### src/hdl/bhtd_pkg.sv
// Shared types, constants and the prefix code tables of the block Huffman token decoder.
// No dependencies; every other file of the decoder imports this package.
package bhtd_pkg;

    localparam int BLOCK_COUNT_BITS_DEF = 20;
    localparam int LIMIT_W              = 20;
    localparam int VALUE_W              = 12;
    localparam int CODE_W               = 11;
    localparam int IN_TDATA_W           = 8;
    localparam int OUT_TDATA_W          = 16;
    localparam int RESULT_DEPTH         = 8;
    localparam int RESULT_IDX_W         = 3;
    localparam int RESULT_CNT_W         = 4;

    localparam logic [3:0] SYM_EOB     = 4'd12;
    localparam logic [3:0] SYM_DEAD    = 4'd13;
    localparam logic [3:0] MAX_CAT     = 4'd11;

    typedef enum logic [1:0] {
        MODE_LUMA   = 2'd0,
        MODE_CHROMA = 2'd1,
        MODE_AC     = 2'd2,
        MODE_ZRUN   = 2'd3
    } mode_t;

    typedef enum logic [1:0] {
        KIND_NONE   = 2'd0,
        KIND_SIGNED = 2'd1,
        KIND_ZRUN   = 2'd2
    } kind_t;

    typedef enum logic [1:0] {
        ST_IDLE  = 2'd0,
        ST_BITS  = 2'd1,
        ST_DRAIN = 2'd2
    } fsm_t;

    typedef struct packed {
        mode_t              mode;
        logic [CODE_W-1:0]  code_shift;
        logic [3:0]         code_count;
        logic [3:0]         extra_left;
        logic [CODE_W-1:0]  extra_accum;
        kind_t              extra_kind;
    } dec_state_t;

    localparam dec_state_t DEC_STATE_RESET = '{
        mode:        MODE_LUMA,
        code_shift:  '0,
        code_count:  '0,
        extra_left:  '0,
        extra_accum: '0,
        extra_kind:  KIND_NONE
    };

    typedef struct packed {
        logic [1:0]         emit_n;
        logic [VALUE_W-1:0] value;
        logic               err;
        logic               dead;
        logic               eob;
    } step_out_t;

    typedef struct packed {
        logic       hit;
        logic [3:0] sym;
    } match_t;

    // Prefix lookup: mode, prefix length and prefix bits (first bit most significant).
    function automatic match_t code_match(mode_t mode, logic [3:0] len,
                                          logic [CODE_W-1:0] code);
        logic [16:0] key;
        match_t      r;
        key = {mode, len, code};
        r   = '{hit: 1'b1, sym: 4'd0};
        case (key)
            {MODE_LUMA, 4'd3, 11'h006}:   r.sym = 4'd0;
            {MODE_LUMA, 4'd3, 11'h005}:   r.sym = 4'd1;
            {MODE_LUMA, 4'd3, 11'h003}:   r.sym = 4'd2;
            {MODE_LUMA, 4'd3, 11'h002}:   r.sym = 4'd3;
            {MODE_LUMA, 4'd3, 11'h000}:   r.sym = 4'd4;
            {MODE_LUMA, 4'd3, 11'h001}:   r.sym = 4'd5;
            {MODE_LUMA, 4'd3, 11'h004}:   r.sym = 4'd6;
            {MODE_LUMA, 4'd4, 11'h00E}:   r.sym = 4'd7;
            {MODE_LUMA, 4'd5, 11'h01E}:   r.sym = 4'd8;
            {MODE_LUMA, 4'd6, 11'h03E}:   r.sym = 4'd9;
            {MODE_LUMA, 4'd7, 11'h07E}:   r.sym = 4'd10;
            {MODE_LUMA, 4'd7, 11'h07F}:   r.sym = 4'd11;
            {MODE_CHROMA, 4'd2, 11'h001}: r.sym = 4'd0;
            {MODE_CHROMA, 4'd2, 11'h000}: r.sym = 4'd1;
            {MODE_CHROMA, 4'd3, 11'h004}: r.sym = 4'd2;
            {MODE_CHROMA, 4'd3, 11'h005}: r.sym = 4'd3;
            {MODE_CHROMA, 4'd4, 11'h00C}: r.sym = 4'd4;
            {MODE_CHROMA, 4'd4, 11'h00D}: r.sym = 4'd5;
            {MODE_CHROMA, 4'd4, 11'h00E}: r.sym = 4'd6;
            {MODE_CHROMA, 4'd5, 11'h01E}: r.sym = 4'd7;
            {MODE_CHROMA, 4'd6, 11'h03E}: r.sym = 4'd8;
            {MODE_CHROMA, 4'd7, 11'h07E}: r.sym = 4'd9;
            {MODE_CHROMA, 4'd8, 11'h0FE}: r.sym = 4'd10;
            {MODE_CHROMA, 4'd8, 11'h0FF}: r.sym = 4'd11;
            {MODE_AC, 4'd2, 11'h000}:     r.sym = 4'd0;
            {MODE_AC, 4'd2, 11'h001}:     r.sym = 4'd1;
            {MODE_AC, 4'd2, 11'h002}:     r.sym = 4'd2;
            {MODE_AC, 4'd3, 11'h006}:     r.sym = SYM_EOB;
            {MODE_AC, 4'd4, 11'h00E}:     r.sym = 4'd3;
            {MODE_AC, 4'd5, 11'h01E}:     r.sym = 4'd4;
            {MODE_AC, 4'd6, 11'h03E}:     r.sym = 4'd5;
            {MODE_AC, 4'd7, 11'h07E}:     r.sym = 4'd6;
            {MODE_AC, 4'd8, 11'h0FE}:     r.sym = 4'd7;
            {MODE_AC, 4'd9, 11'h1FE}:     r.sym = SYM_DEAD;
            {MODE_AC, 4'd10, 11'h3FE}:    r.sym = 4'd8;
            {MODE_AC, 4'd11, 11'h7FE},
            {MODE_AC, 4'd11, 11'h7FF}:    r.sym = 4'd9;
            {MODE_ZRUN, 4'd1, 11'h000}:   r.sym = 4'd0;
            {MODE_ZRUN, 4'd2, 11'h002}:   r.sym = 4'd1;
            {MODE_ZRUN, 4'd3, 11'h006}:   r.sym = 4'd2;
            {MODE_ZRUN, 4'd4, 11'h00E}:   r.sym = 4'd3;
            {MODE_ZRUN, 4'd5, 11'h01E}:   r.sym = 4'd4;
            {MODE_ZRUN, 4'd5, 11'h01F}:   r.sym = 4'd5;
            default:                      r.hit = 1'b0;
        endcase
        return r;
    endfunction

endpackage

### src/hdl/bhtd_step.sv
// One-bit decode step of the block Huffman token decoder: prefix match, extra bits,
// value extension. Depends on bhtd_pkg.
module bhtd_step (
    input  bhtd_pkg::dec_state_t cur,
    input  logic                 bit_in,
    input  logic                 to_chroma,
    output bhtd_pkg::dec_state_t nxt,
    output bhtd_pkg::step_out_t  res
);
    import bhtd_pkg::*;

    logic [3:0]         pos;
    logic [CODE_W-1:0]  acc_new;
    logic [3:0]         left_new;
    logic [3:0]         len;
    logic [VALUE_W-1:0] pow;
    logic [VALUE_W-1:0] raw;
    logic [VALUE_W-1:0] top_bit;
    logic [CODE_W-1:0]  shift_new;
    logic [3:0]         count_new;
    match_t             m;
    logic [3:0]         sym;

    always_comb begin
        nxt       = cur;
        res       = '0;
        pos       = cur.code_count - cur.extra_left;
        left_new  = cur.extra_left - 4'd1;
        shift_new = {cur.code_shift[CODE_W-2:0], bit_in};
        count_new = cur.code_count + 4'd1;
        m         = code_match(cur.mode, count_new, shift_new);
        sym       = m.hit ? m.sym : SYM_DEAD;
        if (cur.extra_kind == KIND_ZRUN) begin
            acc_new = cur.extra_accum | (CODE_W'(bit_in) << pos);
        end else begin
            acc_new = {cur.extra_accum[CODE_W-2:0], bit_in};
        end
        len     = (cur.code_count == 4'd0 || cur.code_count > MAX_CAT) ? MAX_CAT
                                                                      : cur.code_count;
        pow     = VALUE_W'(1) << len;
        raw     = {1'b0, acc_new} & (pow - VALUE_W'(1));
        top_bit = raw >> (len - 4'd1);

        if (cur.extra_left != 4'd0) begin
            nxt.extra_accum = acc_new;
            nxt.extra_left  = left_new;
            if (left_new == 4'd0) begin
                res.emit_n = 2'd1;
                if (cur.extra_kind == KIND_ZRUN) begin
                    res.value = pow | raw;
                end else if (top_bit[0]) begin
                    res.value = raw;
                end else begin
                    res.value = raw - (pow - VALUE_W'(1));
                end
                nxt.extra_kind  = KIND_NONE;
                nxt.extra_accum = '0;
                nxt.code_shift  = '0;
                nxt.code_count  = '0;
            end
        end else if (!m.hit && count_new < MAX_CAT) begin
            nxt.code_shift = shift_new;
            nxt.code_count = count_new;
        end else begin
            nxt.code_shift = '0;
            nxt.code_count = '0;
            if (sym == SYM_DEAD) begin
                res.emit_n = 2'd1;
                res.err    = 1'b1;
                res.dead   = 1'b1;
            end else begin
                case (cur.mode)
                    MODE_ZRUN: begin
                        nxt.mode = MODE_AC;
                        if (sym == 4'd0) begin
                            res.emit_n = 2'd1;
                            res.value  = VALUE_W'(1);
                        end else begin
                            nxt.code_count  = sym;
                            nxt.extra_left  = sym;
                            nxt.extra_accum = '0;
                            nxt.extra_kind  = KIND_ZRUN;
                        end
                    end
                    MODE_AC: begin
                        if (sym == 4'd0) begin
                            res.emit_n = 2'd1;
                            nxt.mode   = MODE_ZRUN;
                        end else if (sym == SYM_EOB) begin
                            res.emit_n = 2'd2;
                            res.eob    = 1'b1;
                            nxt.mode   = to_chroma ? MODE_CHROMA : MODE_LUMA;
                        end else begin
                            nxt.code_count  = sym;
                            nxt.extra_left  = sym;
                            nxt.extra_accum = '0;
                            nxt.extra_kind  = KIND_SIGNED;
                        end
                    end
                    default: begin
                        nxt.mode = MODE_AC;
                        if (sym == 4'd0) begin
                            res.emit_n = 2'd1;
                        end else begin
                            nxt.code_count  = sym;
                            nxt.extra_left  = sym;
                            nxt.extra_accum = '0;
                            nxt.extra_kind  = KIND_SIGNED;
                        end
                    end
                endcase
            end
        end
    end

endmodule

### src/hdl/block_huffman_token_decoder_top.sv
// Top level of the block Huffman token decoder: handshakes, sequencer, result buffer.
// Depends on bhtd_pkg and bhtd_step.
//
//   channel   dir  handshake                      payload
//   s_axis    in   s_axis_tvalid / s_axis_tready  tdata[7:0] byte_in, tuser start_frame
//   m_axis    out  m_axis_tvalid / m_axis_tready  tdata[11:0] token_value,
//                                                 tuser decode_error, tlast last
//   cfg       in   cfg_we                         cfg_wdata luma_block_limit
//
// An accepted byte runs through the single bit-step unit one bit a cycle, stopping early
// after a bad AC prefix; then its results drain one per cycle while m_axis_tready is high.
// A byte taken while halted is accepted but not decoded.
// aresetn is synchronous and active low; it clears the decoder state and the register.
// The block takes no byte while it decodes or drains; m_axis stalls hold the drain.
module block_huffman_token_decoder_top #(
    parameter int BLOCK_COUNT_BITS = bhtd_pkg::BLOCK_COUNT_BITS_DEF
) (
    input  logic                               aclk,
    input  logic                               aresetn,
    // tdata: [7:0] byte_in
    input  logic [bhtd_pkg::IN_TDATA_W-1:0]    s_axis_tdata,
    // tuser: [0] start_frame
    input  logic                               s_axis_tuser,
    input  logic                               s_axis_tvalid,
    output logic                               s_axis_tready,
    // tdata: [11:0] token_value (signed), [15:12] zero
    output logic [bhtd_pkg::OUT_TDATA_W-1:0]   m_axis_tdata,
    // tuser: [0] decode_error
    output logic                               m_axis_tuser,
    output logic                               m_axis_tlast,
    output logic                               m_axis_tvalid,
    input  logic                               m_axis_tready,
    input  logic                               cfg_we,
    input  logic [bhtd_pkg::LIMIT_W-1:0]       cfg_wdata
);
    import bhtd_pkg::*;

    localparam int CMP_W = (BLOCK_COUNT_BITS > LIMIT_W) ? BLOCK_COUNT_BITS : LIMIT_W;

    fsm_t                         state_reg, state_next;
    dec_state_t                   dec_reg, dec_next;
    logic [BLOCK_COUNT_BITS-1:0]  luma_done_reg, luma_done_next;
    logic                         halted_reg, halted_next;
    logic [LIMIT_W-1:0]           limit_reg;
    logic [IN_TDATA_W-1:0]        byte_reg;
    logic [2:0]                   bit_idx_reg, bit_idx_next;
    logic [RESULT_CNT_W-1:0]      wptr_reg, wptr_next;
    logic [RESULT_IDX_W-1:0]      rptr_reg, rptr_next;
    logic [VALUE_W-1:0]           val_buf_reg [RESULT_DEPTH];
    logic                         err_buf_reg [RESULT_DEPTH];

    dec_state_t                   step_nxt;
    step_out_t                    step_res;
    logic                         to_chroma;
    logic                         in_xfer, out_xfer;
    logic                         bits_done;
    logic [RESULT_CNT_W-1:0]      wptr_sum;
    logic                         we0, we1;
    logic [RESULT_IDX_W-1:0]      widx0, widx1;

    // Switch DC decoding to chroma once the luma count passes the limit.
    assign to_chroma = CMP_W'(luma_done_reg) > CMP_W'(limit_reg);

    bhtd_step u_step (
        .cur       (dec_reg),
        .bit_in    (byte_reg[bit_idx_reg]),
        .to_chroma (to_chroma),
        .nxt       (step_nxt),
        .res       (step_res)
    );

    assign in_xfer   = s_axis_tvalid && s_axis_tready;
    assign out_xfer  = m_axis_tvalid && m_axis_tready;
    assign bits_done = step_res.dead || (bit_idx_reg == 3'd7);

    // Results past the eighth of one byte are dropped.
    assign wptr_sum = wptr_reg + RESULT_CNT_W'(step_res.emit_n);
    assign widx0    = wptr_reg[RESULT_IDX_W-1:0];
    assign widx1    = widx0 + RESULT_IDX_W'(1);
    assign we0      = (state_reg == ST_BITS) && (step_res.emit_n != 2'd0)
                      && (wptr_reg < RESULT_CNT_W'(RESULT_DEPTH));
    assign we1      = (state_reg == ST_BITS) && (step_res.emit_n == 2'd2)
                      && (wptr_reg < RESULT_CNT_W'(RESULT_DEPTH - 1));

    // Next state of the sequencer.
    always_comb begin
        state_next = state_reg;
        case (state_reg)
            ST_IDLE: begin
                if (in_xfer && (s_axis_tuser || !halted_reg)) begin
                    state_next = ST_BITS;
                end
            end
            ST_BITS: begin
                if (bits_done) begin
                    state_next = (wptr_next == '0) ? ST_IDLE : ST_DRAIN;
                end
            end
            ST_DRAIN: begin
                if (out_xfer && m_axis_tlast) begin
                    state_next = ST_IDLE;
                end
            end
            default: state_next = ST_IDLE;
        endcase
    end

    // Datapath next values.
    always_comb begin
        dec_next       = dec_reg;
        luma_done_next = luma_done_reg;
        halted_next    = halted_reg;
        bit_idx_next   = bit_idx_reg;
        wptr_next      = wptr_reg;
        rptr_next      = rptr_reg;
        case (state_reg)
            ST_IDLE: begin
                bit_idx_next = '0;
                wptr_next    = '0;
                rptr_next    = '0;
                // Start of frame clears the decoder before this byte.
                if (in_xfer && s_axis_tuser) begin
                    dec_next       = DEC_STATE_RESET;
                    luma_done_next = '0;
                    halted_next    = 1'b0;
                end
            end
            ST_BITS: begin
                dec_next     = step_nxt;
                bit_idx_next = bit_idx_reg + 3'd1;
                wptr_next    = (wptr_sum > RESULT_CNT_W'(RESULT_DEPTH))
                               ? RESULT_CNT_W'(RESULT_DEPTH) : wptr_sum;
                if (step_res.dead) begin
                    halted_next = 1'b1;
                end
                // Count luma blocks, saturating.
                if (step_res.eob && !to_chroma && !(&luma_done_reg)) begin
                    luma_done_next = luma_done_reg + BLOCK_COUNT_BITS'(1);
                end
            end
            ST_DRAIN: begin
                if (out_xfer) begin
                    rptr_next = rptr_reg + RESULT_IDX_W'(1);
                end
            end
            default: ;
        endcase
    end

    // Port outputs.
    always_comb begin
        s_axis_tready = (state_reg == ST_IDLE);
        m_axis_tvalid = (state_reg == ST_DRAIN);
        m_axis_tdata  = OUT_TDATA_W'(val_buf_reg[rptr_reg]);
        m_axis_tuser  = err_buf_reg[rptr_reg];
        m_axis_tlast  = (RESULT_CNT_W'(rptr_reg) + RESULT_CNT_W'(1)) == wptr_reg;
    end

    always_ff @(posedge aclk) begin
        if (!aresetn) begin
            state_reg     <= ST_IDLE;
            dec_reg       <= DEC_STATE_RESET;
            luma_done_reg <= '0;
            halted_reg    <= 1'b0;
            limit_reg     <= '0;
            bit_idx_reg   <= '0;
            wptr_reg      <= '0;
            rptr_reg      <= '0;
        end else begin
            state_reg     <= state_next;
            dec_reg       <= dec_next;
            luma_done_reg <= luma_done_next;
            halted_reg    <= halted_next;
            bit_idx_reg   <= bit_idx_next;
            wptr_reg      <= wptr_next;
            rptr_reg      <= rptr_next;
            if (cfg_we) begin
                limit_reg <= cfg_wdata;
            end
        end
    end

    // Payload: input byte and result buffer.
    always_ff @(posedge aclk) begin
        if (in_xfer) begin
            byte_reg <= s_axis_tdata;
        end
        if (we0) begin
            val_buf_reg[widx0] <= step_res.value;
            err_buf_reg[widx0] <= step_res.err;
        end
        if (we1) begin
            val_buf_reg[widx1] <= step_res.value;
            err_buf_reg[widx1] <= step_res.err;
        end
    end

    // Fill count never passes the buffer depth.
    a_wptr_bound: assert property (@(posedge aclk) disable iff (!aresetn)
        wptr_reg <= RESULT_CNT_W'(RESULT_DEPTH))
        else $error("result fill count past buffer depth");

    // Drain only reads filled entries.
    a_rptr_in_fill: assert property (@(posedge aclk) disable iff (!aresetn)
        state_reg == ST_DRAIN |-> RESULT_CNT_W'(rptr_reg) < wptr_reg)
        else $error("drain read past filled entries");

    // A bad AC prefix halts the decoder and ends the byte.
    a_dead_halts: assert property (@(posedge aclk) disable iff (!aresetn)
        (state_reg == ST_BITS && step_res.dead) |=> (halted_reg && state_reg != ST_BITS))
        else $error("bad prefix did not halt decoding");

    // The final result of a byte returns the block to idle.
    a_last_to_idle: assert property (@(posedge aclk) disable iff (!aresetn)
        (out_xfer && m_axis_tlast) |=> state_reg == ST_IDLE)
        else $error("block not idle after last result");

endmodule

### config.mk
export PLATFORM = sky130hd
export DESIGN_NAME = block_huffman_token_decoder_top
export DESIGN_NICKNAME = d
export VERILOG_FILES = /design/src/hdl/bhtd_pkg.sv /design/src/hdl/bhtd_step.sv /design/src/hdl/block_huffman_token_decoder_top.sv
export SDC_FILE = /design/constraint.sdc
export NUM_CORES = 1
export LEC_CHECK = 0
export ABC_AREA = 1
export BUFFER_PORTS_ARGS = -buffer_cell sky130_fd_sc_hd__buf_4
export CAP_MARGIN = 20
export CELL_PAD_IN_SITES_DETAIL_PLACEMENT = 1
export CELL_PAD_IN_SITES_GLOBAL_PLACEMENT = 1
export CORE_UTILIZATION = 40
export CTS_BUF_LIST = sky130_fd_sc_hd__clkbuf_4 sky130_fd_sc_hd__clkbuf_8
export DETAILED_ROUTE_END_ITERATION = 8
export HOLD_SLACK_MARGIN = 0.12
export PLACE_DENSITY_LB_ADDON = 0.1
export SETUP_SLACK_MARGIN = 0.3
export SYNTH_ARGS = -nofsm -noshare
export SYNTH_HDL_FRONTEND = slang
export SYNTH_SLANG_ARGS = --single-unit
### constraint.sdc
create_clock -name aclk -period 7.5 [get_ports aclk]
set_input_delay 0.375 -clock aclk [delete_from_list [all_inputs] [get_ports aclk]]
set_output_delay 0.375 -clock aclk [all_outputs]
set_load 0.02 [all_outputs]
==> results.md, run 1 <==
- After floorplanning, the core was divided into 66 placement rows.
- The maximum buffer depth of the clock tree is 3.
- Counting instances in the post-synthesis netlist gives the leading cell types as sky130_fd_sc_hd__nand2_1 (332), sky130_fd_sc_hd__nor2_1 (302), sky130_fd_sc_hd__inv_1 (199).
- The combined global-route utilization of all metal layers is 0.256.
- The area growth from synthesis to final layout is 12.8%.
- Setup repair after global routing left no endpoint under its margin.
- In this run, synthesis inferred 112 flip-flops with an integrated enable.
- The flip-flop and latch count after synthesis is 201.
- For the worst-skew pair, the clock arrives at the later sink with an insertion delay of 0.56 ns.
- The post-cts repair resize count is 0.
- The sink count of the clock tree is 201.
- The required time at the endpoint of the critical path is 7.72 ns.
- The die footprint is 34100 sq um.
- At the end of routability-driven placement, the weighted congestion stood at 0.945.
- Detailed routing inserted a total of 12600 vias.
- The predominant post-synthesis flop cell is sky130_fd_sc_hd__edfxtp_1.
- The HPWL after detailed placement is 31800 um.
- For this run, design rule violations remaining after detail routing come to 0.
- Once layout is complete, the utilization of the core stands at 0.461.
- The leakage power summed over all cells is 0.00628 uW.
- The worst setup path is captured at a flip-flop.
- The maximum fanout along the worst path is 17.
- The async set-or-reset flop fraction in the synthesized netlist is 0.
- The sequential cell area fraction in the yosys report is 0.385.
- The first-pass iteration count of the detailed router is 5.
- The class of the worst hold path is in2reg.
- The number of vias per cell after detailed routing is 5.36.
- The relative max-transition margin is 0.335.
- Of the cells placed in the final design, the portion with a size suffix greater than 1 is 0.130.
- The largest single stage delay on the critical path is 0.53 ns.
- The maximum number of pins on one net before global-route repair is 54.
- Max-cap violations in this run came to 0.
- The number of setup violations in the final report is 0.
- After technology mapping, the gate count stands at 1826.
- The placed cell area is 14000 sq um.
- The starting utilization of the core area is 0.409.
- The total power density per cell area is 217 nW/um^2.
- Ranked by total cell area, the synthesized netlist is headed by sky130_fd_sc_hd__edfxtp_1 (25%), sky130_fd_sc_hd__dfxtp_1 (13%), sky130_fd_sc_hd__nand2_1 (9.3%), sky130_fd_sc_hd__nor2_1 (8.5%), sky130_fd_sc_hd__inv_1 (5.6%).
- The clock tree from TritonCTS is done.
- The overflow left after global routing is 0.
- Of the available clock period, the critical path in the final layout requires 0.688.
- TritonCTS created 38 clock buffers.
- The count of final hold-check violations came to 0.
- The root buffer cell chosen for the clock tree is sky130_fd_sc_hd__clkbuf_8.
- Across the VDD grid, the largest voltage drop is 0.131 mV.
- The clock period minus final worst setup slack is 5.16 ns.
- The count of inserted antenna diode cells is 0.
- Across all register-to-register paths, the minimum setup slack is 2.34 ns.
- For the pin with the worst max-slew slack, the measured transition is 0.998 ns.
- For this run, the post-layout net count is 1968.
- The run finished with clean final reports.
- Derived from the worst setup path, the maximum achievable clock frequency is 194 MHz.
- The number of antenna-violating nets in the routed design is 0.
- The worst setup path is launched from a flip-flop.
- The number of antenna violations at the first check in global routing came to 0.
- The signal on the critical path passes through inv_1, ha_1, nand2_1, a21oi_1, nor2_1, inv_1, ha_1, nand3_1, ha_1, nand3_1, nor4_1, xnor2_1, nand2_1, o21ai_0, nand2_1, nand2_2, o21ai_1, o21ai_0, inv_1.
- The number of global-route vias before repair is 13000.
- A synthesized cell averages 7.32 sq um.
- Buffers placed on the I/O ports in this run total 49.
- After filler insertion, the fill cell instance count of the layout stands at 4206.
- The worst clock skew on the final layout is 0.0375 ns.
- Wires add up to 42600 um.
- The most common cell in the netlist is sky130_fd_sc_hd__nand2_1.
- The first global-routing pass estimated 68400 um of wire.
- The type of the worst setup path is reg2reg.
- The tightest hold path in the finished design has a slack of 0.200 ns.
- The slowest stage of the critical path is the sky130_fd_sc_hd__nor2_1 cell.
- The I/O pin total is 54.
- The final-layout setup total negative slack is 0 ns.
- From left edge to right edge, the die measures 185 um.
- The number of pins with negative max-slew slack in the final report is 0.
- The register with the most flip-flops in the layout has 96 of them.
- The clock edge transition at the registers on the reported setup and hold paths is 0.06 ns.
- The total number of H-tree levels is 2.
- Once layout is done, the placed cells without fillers occupy 15100 sq um.
- The share of synthesized area in the top cell type comes to 0.252.
- The total area inside the core boundary comes to 32700 sq um.
- The biggest area consumer among synthesized cells is sky130_fd_sc_hd__edfxtp_1.
- Yosys printed 0 warnings.
- The height of the die is 185 um.
- The distinct cell type count of the synthesized netlist is 63.
- The synthesized cell area is 13400 sq um.
- The detailed-route wire length per cell is 18.1 um.
- The detailed router's first-iteration violation count is 633.
- At the worst endpoint, the arrival time is 5.38 ns.
## worst paths after layout
kind,start,endpoint,cells past startpoint
min reg2reg,limit_reg[12],limit_reg[12],2
max,dec_reg[17],val_buf_reg[1][2],19
max reg2reg,dec_reg[17],val_buf_reg[1][2],19
min,s_axis_tuser,state_reg[0],3
## repair_timing
action | in CTS | in global routing
endpoints found under the setup margin | 0 | 0
setup buffers | 0 | 0
hold endpoints to repair | 28 | 0
hold buffers | 29 | 0
## cell type report
class | count | area, sq um | share of cell area
clock buffer | 55 | 682 | 0.0452
clock inverter | 12 | 103 | 0.00680
inverter | 220 | 826 | 0.0548
multi-input combinational | 1344 | 7060 | 0.468
sequential | 201 | 5140 | 0.341
tap | 442 | 553 | 0.0367
timing repair buffer | 85 | 711 | 0.0471
## layout by cell type (no fill, tap or decap), drive strengths merged, types with 2 or more instances in the layout
master	instances
nor2b	2
nor3b	2
ha	42
nand2	365
nand4	32
dlygate4sd3	29
nor2	332
dfxtp	89
and2	3
o21ba	2
a211oi	7
o21ai	133
clkbuf	55
and3	2
o211ai	2
buf	56
clkinvlp	2
o21a	6
inv	218
a21oi	108
conb	4
nor3	48
fa	2
nor4	11
nand3	154
o22ai	17
xor2	16
a31oi	25
edfxtp	112
clkinv	11
o2111ai	2
xnor2	12
nand3b	5
## cells by family (layout without fill, tap and decap cells)
group,count (synthesis),count (layout),synth area share
adders and majority gates,44,44,0.0423
AOI/OAI and AO/OA,309,309,0.132
and+or+nand+nor,959,959,0.335
buffers and inverters,284,372,0.0875
other,1,4,0.000281
xor gates and xnor gates,28,28,0.0184
DFF,201,201,0.385
## per-stage QoR
step	worst slack (ns)	power [uW]	std cells
final	2.34	3280	2359
after global routing	1.85	3470	2359
after CTS	2.31	3310	2359
after detailed placement	2.31	2180	2263
after global placement	2.44	2160	2263
after floorplan	3.69	1950	1829
## power breakdown
group | total (uW) | leakage, uW | switching [uW] | internal (uW)
sequential | 1210 | 0.00166 | 26.2 | 1190
combinational | 961 | 0.00421 | 672 | 288
clock | 1100 | 0.000410 | 480 | 624
total | 3280 | 0.00628 | 1180 | 2100
## layer usage
metal  part of all wire  up-vias  track usage  routed length [um]
li1                   -     6220            -                   -
met2               0.49      223        0.454               21000
met4              0.031        0       0.0906                1340
met3              0.031       80       0.0301                1340
met5                  0        -            0                   0
met1               0.45     6124        0.318               19000
## critical path, delay by kind of cell (launching register included)
kind,cells,cell delay [ns]
buffers and inverters,3,0.76
AOI/OAI and AO/OA,4,0.75
and+or+nand+nor,8,1.81
adders and majority gates,3,0.79
DFF,1,0.52
xor gates and xnor gates,1,0.19
Power figures use the tool's default switching activity.
==> run 2, diff against run 1 <==
==> constraint.sdc (replaced) <==
create_clock -name aclk -period 5.3 [get_ports aclk]
set_input_delay 0.265 -clock aclk [delete_from_list [all_inputs] [get_ports aclk]]
set_output_delay 0.265 -clock aclk [all_outputs]
set_load 0.02 [all_outputs]
==> results.md, run 2 (synthesis results as in run 1) <==
- The detailed router's first-iteration violation count came to 678 (+7.1%).
- The net switching fraction of the power was 0.354 (-0.00538).
- The internal power summed over all cells is 3080 uW (+47%).
- The final design utilization is 0.467 (+0.00589).
- Setup repair after global routing left no endpoint under its margin.
- The register-to-register setup slack is 0.67 ns (-1.67 ns).
- The required time at the endpoint of the critical path is 5.55 ns (-2.17 ns).
- The count of inserted antenna diode cells was 0 (unchanged).
- The fraction of the cycle the final worst path needs was 0.873 (+0.185).
- The worst path arrival time is 4.88 ns (-0.50 ns).
- The maximum number of pins on one net before global-route repair came to 54 (unchanged).
- The logic gate share of total power is 0.289 (-0.004).
- The worst clock skew on the final layout was 0.0269 ns (-0.0107 ns).
- The clock period minus final worst setup slack is 4.63 ns (-0.531 ns).
- The number of antenna violations at the first check in global routing is 0 (unchanged).
- The maximum fanout along the worst path is 17 (unchanged).
- The number of vias per cell after detailed routing is 5.32 (-0.86%).
- The peak supply drop is 0.206 mV (+58%).
- The post-CTS repair timing setup buffer count is 0 (unchanged).
- The count of placed standard cells including taps came to 2280 (+0.75%).
- The cell row count came to 66 (unchanged).
- The flow ran to the end, and the final reports show no timing, DRC or antenna violations.
- The worst-case setup margin in the final layout is 0.673 ns (-1.67 ns).
- The first-pass iteration count of the detailed router is 5 (unchanged).
- The starting utilization of the core area is 0.409 (unchanged).
- The kind of end point of the critical path is a flip-flop.
- The detailed-route wire length per cell is 18.0 um (-0.53%).
- The routed wire length is 42700 um (+0.23%).
- The number of vias after detailed routing is 12600 (-0.10%).
- The commonest non-fill, non-tap cell in the layout is sky130_fd_sc_hd__nand2_1.
- The sink count of the clock tree is 201 (unchanged).
- The die footprint was 34100 sq um (unchanged).
- The number of buffers inserted by port buffering is 49 (unchanged).
- The height of the die was 185 um (unchanged).
- The I/O pin total was 54 (unchanged).
- The final-layout setup total negative slack is 0 ns (unchanged).
- The total number of H-tree levels is 2 (unchanged).
- The number of pins with negative max-slew slack in the final report is 0 (unchanged).
- The number of setup violations in the final report came to 0 (unchanged).
- The placed wire-length estimate was 31900 um (+0.29%).
- The pre-CTS setup slack is 0.543 ns (-1.77 ns).
- The number of flip-flops under the largest register name came to 96 (unchanged).
- The highest clock rate was 216 MHz (+11%).
- The type of the worst setup path is reg2reg.
- The total number of nets in the final design is 1987 (+0.97%).
- The max-capacitance violation count is 0 (unchanged).
- TritonCTS built the clock tree.
- STA classifies the critical path startpoint as a flip-flop.
- The number of antenna-violating nets in the routed design is 0 (unchanged).
- The leakage power summed over all cells is 0.00640 uW (+1.9%).
- The final cell count without fillers is 2377 (+0.76%).
- The insertion delay of the later-clocked pin in the worst-skew pair was 0.57 ns (about the same).
- The sequential cell fraction of total power is 0.361 (-0.009).
- The first-pass GRT wire length is 69400 um (+1.4%).
- The number of global-route vias before repair is 13100 (+0.89%).
- The relative max-transition margin is 0.327 (-0.00742).
- The post-route DRC violation count came to 0 (unchanged).
- The combined global-route utilization of all metal layers is 0.259 (+0.00337).
- The count of final hold-check violations came to 0 (unchanged).
- The transition time of the tightest slew-check pin is 1.01 ns (+0.00755 ns).
- The share of post-route cells with drive strength above 1 is 0.140 (+0.00912).
- The part of the total power dissipated in the clock network is 0.350 (+0.013).
- The die width was 185 um (unchanged).
- The area growth from synthesis to final layout is 14.3%.
- In this run the worst hold path is classified as in2reg.
- The area of the placeable core is 32700 sq um (unchanged).
- The total power density per cell area is 312 nW/um^2 (+44%).
- The net switching component of the power is 1690 uW (+43%).
- The overflow left after global routing came to 0 (unchanged).
- The weighted congestion reported at the end of routability-driven placement is 0.966 (+2.3%).
- The top cell types in the final layout, fill and taps aside, are sky130_fd_sc_hd__nand2_1 (332), sky130_fd_sc_hd__nor2_1 (302), sky130_fd_sc_hd__inv_1 (199).
- The maximum buffer depth of the clock tree is 3 (unchanged).
- The number of CTS-inserted buffers is 38 (unchanged).
- In this run the clock root is driven by a sky130_fd_sc_hd__clkbuf_8.
- The clock edge transition at the registers on the reported setup and hold paths is 0.06 ns (about the same).
[run 2: cell types whose count changed in the layout (fill, tap and decap cells not counted), sizes merged, moves of 2 or more]
cell,delta
dlygate4sd3,+2
bufinv,+2
clkinv,-3
clkinvlp,-2
buf,+17
[run 2: path summary, 6_finish.rpt]
path,startpoint,cells past startpoint,endpoint
hold reg to reg,limit_reg[16],2,limit_reg[16]
hold / removal,m_axis_tready,6,state_reg[1]
setup reg to reg,dec_reg[17],20,val_buf_reg[2][2]
setup / recovery,dec_reg[17],20,val_buf_reg[2][2]
[run 2: worst max-delay path: stages (launching register included)]
cell and delay, ns:
sky130_fd_sc_hd__dfxtp_2 0.44, sky130_fd_sc_hd__inv_1 0.17, sky130_fd_sc_hd__ha_1 0.28, sky130_fd_sc_hd__nand2_1 0.08, sky130_fd_sc_hd__a21oi_1 0.08, sky130_fd_sc_hd__nor2_1 0.09, sky130_fd_sc_hd__buf_4 0.18, sky130_fd_sc_hd__inv_1 0.15
sky130_fd_sc_hd__ha_1 0.25, sky130_fd_sc_hd__nand3_1 0.16, sky130_fd_sc_hd__ha_1 0.22, sky130_fd_sc_hd__nand3_1 0.16, sky130_fd_sc_hd__nor4_1 0.40, sky130_fd_sc_hd__xnor2_1 0.19, sky130_fd_sc_hd__nand2_1 0.12, sky130_fd_sc_hd__o21ai_0 0.22
sky130_fd_sc_hd__nand2_1 0.11, sky130_fd_sc_hd__nand2_2 0.30, sky130_fd_sc_hd__o21ai_1 0.10, sky130_fd_sc_hd__o21ai_0 0.39, sky130_fd_sc_hd__inv_1 0.23
[run 2: cell type report]
type | instances | area [sq um]
flip-flops and latches | 201 | 5150
fillers | 4140 | 17400
multi-input cells | 1344 | 7060
well taps | 442 | 553
clock inverters | 10 | 141
repair buffers | 104 | 858
clock buffers | 56 | 683
inverters | 220 | 826
[run 2: metrics by stage]
step | hold slack (ns) | total power [uW] | instance area (sq um)
after detailed placement | 0.444 | 3090 | 14100
after global routing | 0.244 | 5040 | 15300
after floorplan | 0.364 | 2750 | 13400
after CTS | 0.165 | 4800 | 15300
final | 0.194 | 4770 | 15300
after global placement | 0.444 | 3060 | 14100
[run 2: timing repair]
action,in CTS,in global routing
hold buffers,31,0
setup endpoints to repair,0,65
resized for setup,0,3
endpoints found under the hold margin,34,0
[run 2: per-layer routing]
layer / routed length, um / vias to the layer above / track usage
li1: - / 6252 / -
met1: 18900 / 6080 / 0.321
met2: 21100 / 222 / 0.462
met3: 1460 / 80 / 0.0322
met4: 1260 / 0 / 0.0899
met5: 0 / - / 0
[run 2: power groups by stage]
stage | Combinational, uW | Clock, uW | Sequential [uW]
4_1_cts | 1370 | 1720 | 1720
5_1_grt | 1530 | 1780 | 1720
2_1_floorplan | 1020 | 0 | 1730
3_3_place_gp | 1310 | 0 | 1750
3_5_place_dp | 1340 | 0 | 1750
6_report | 1380 | 1670 | 1720
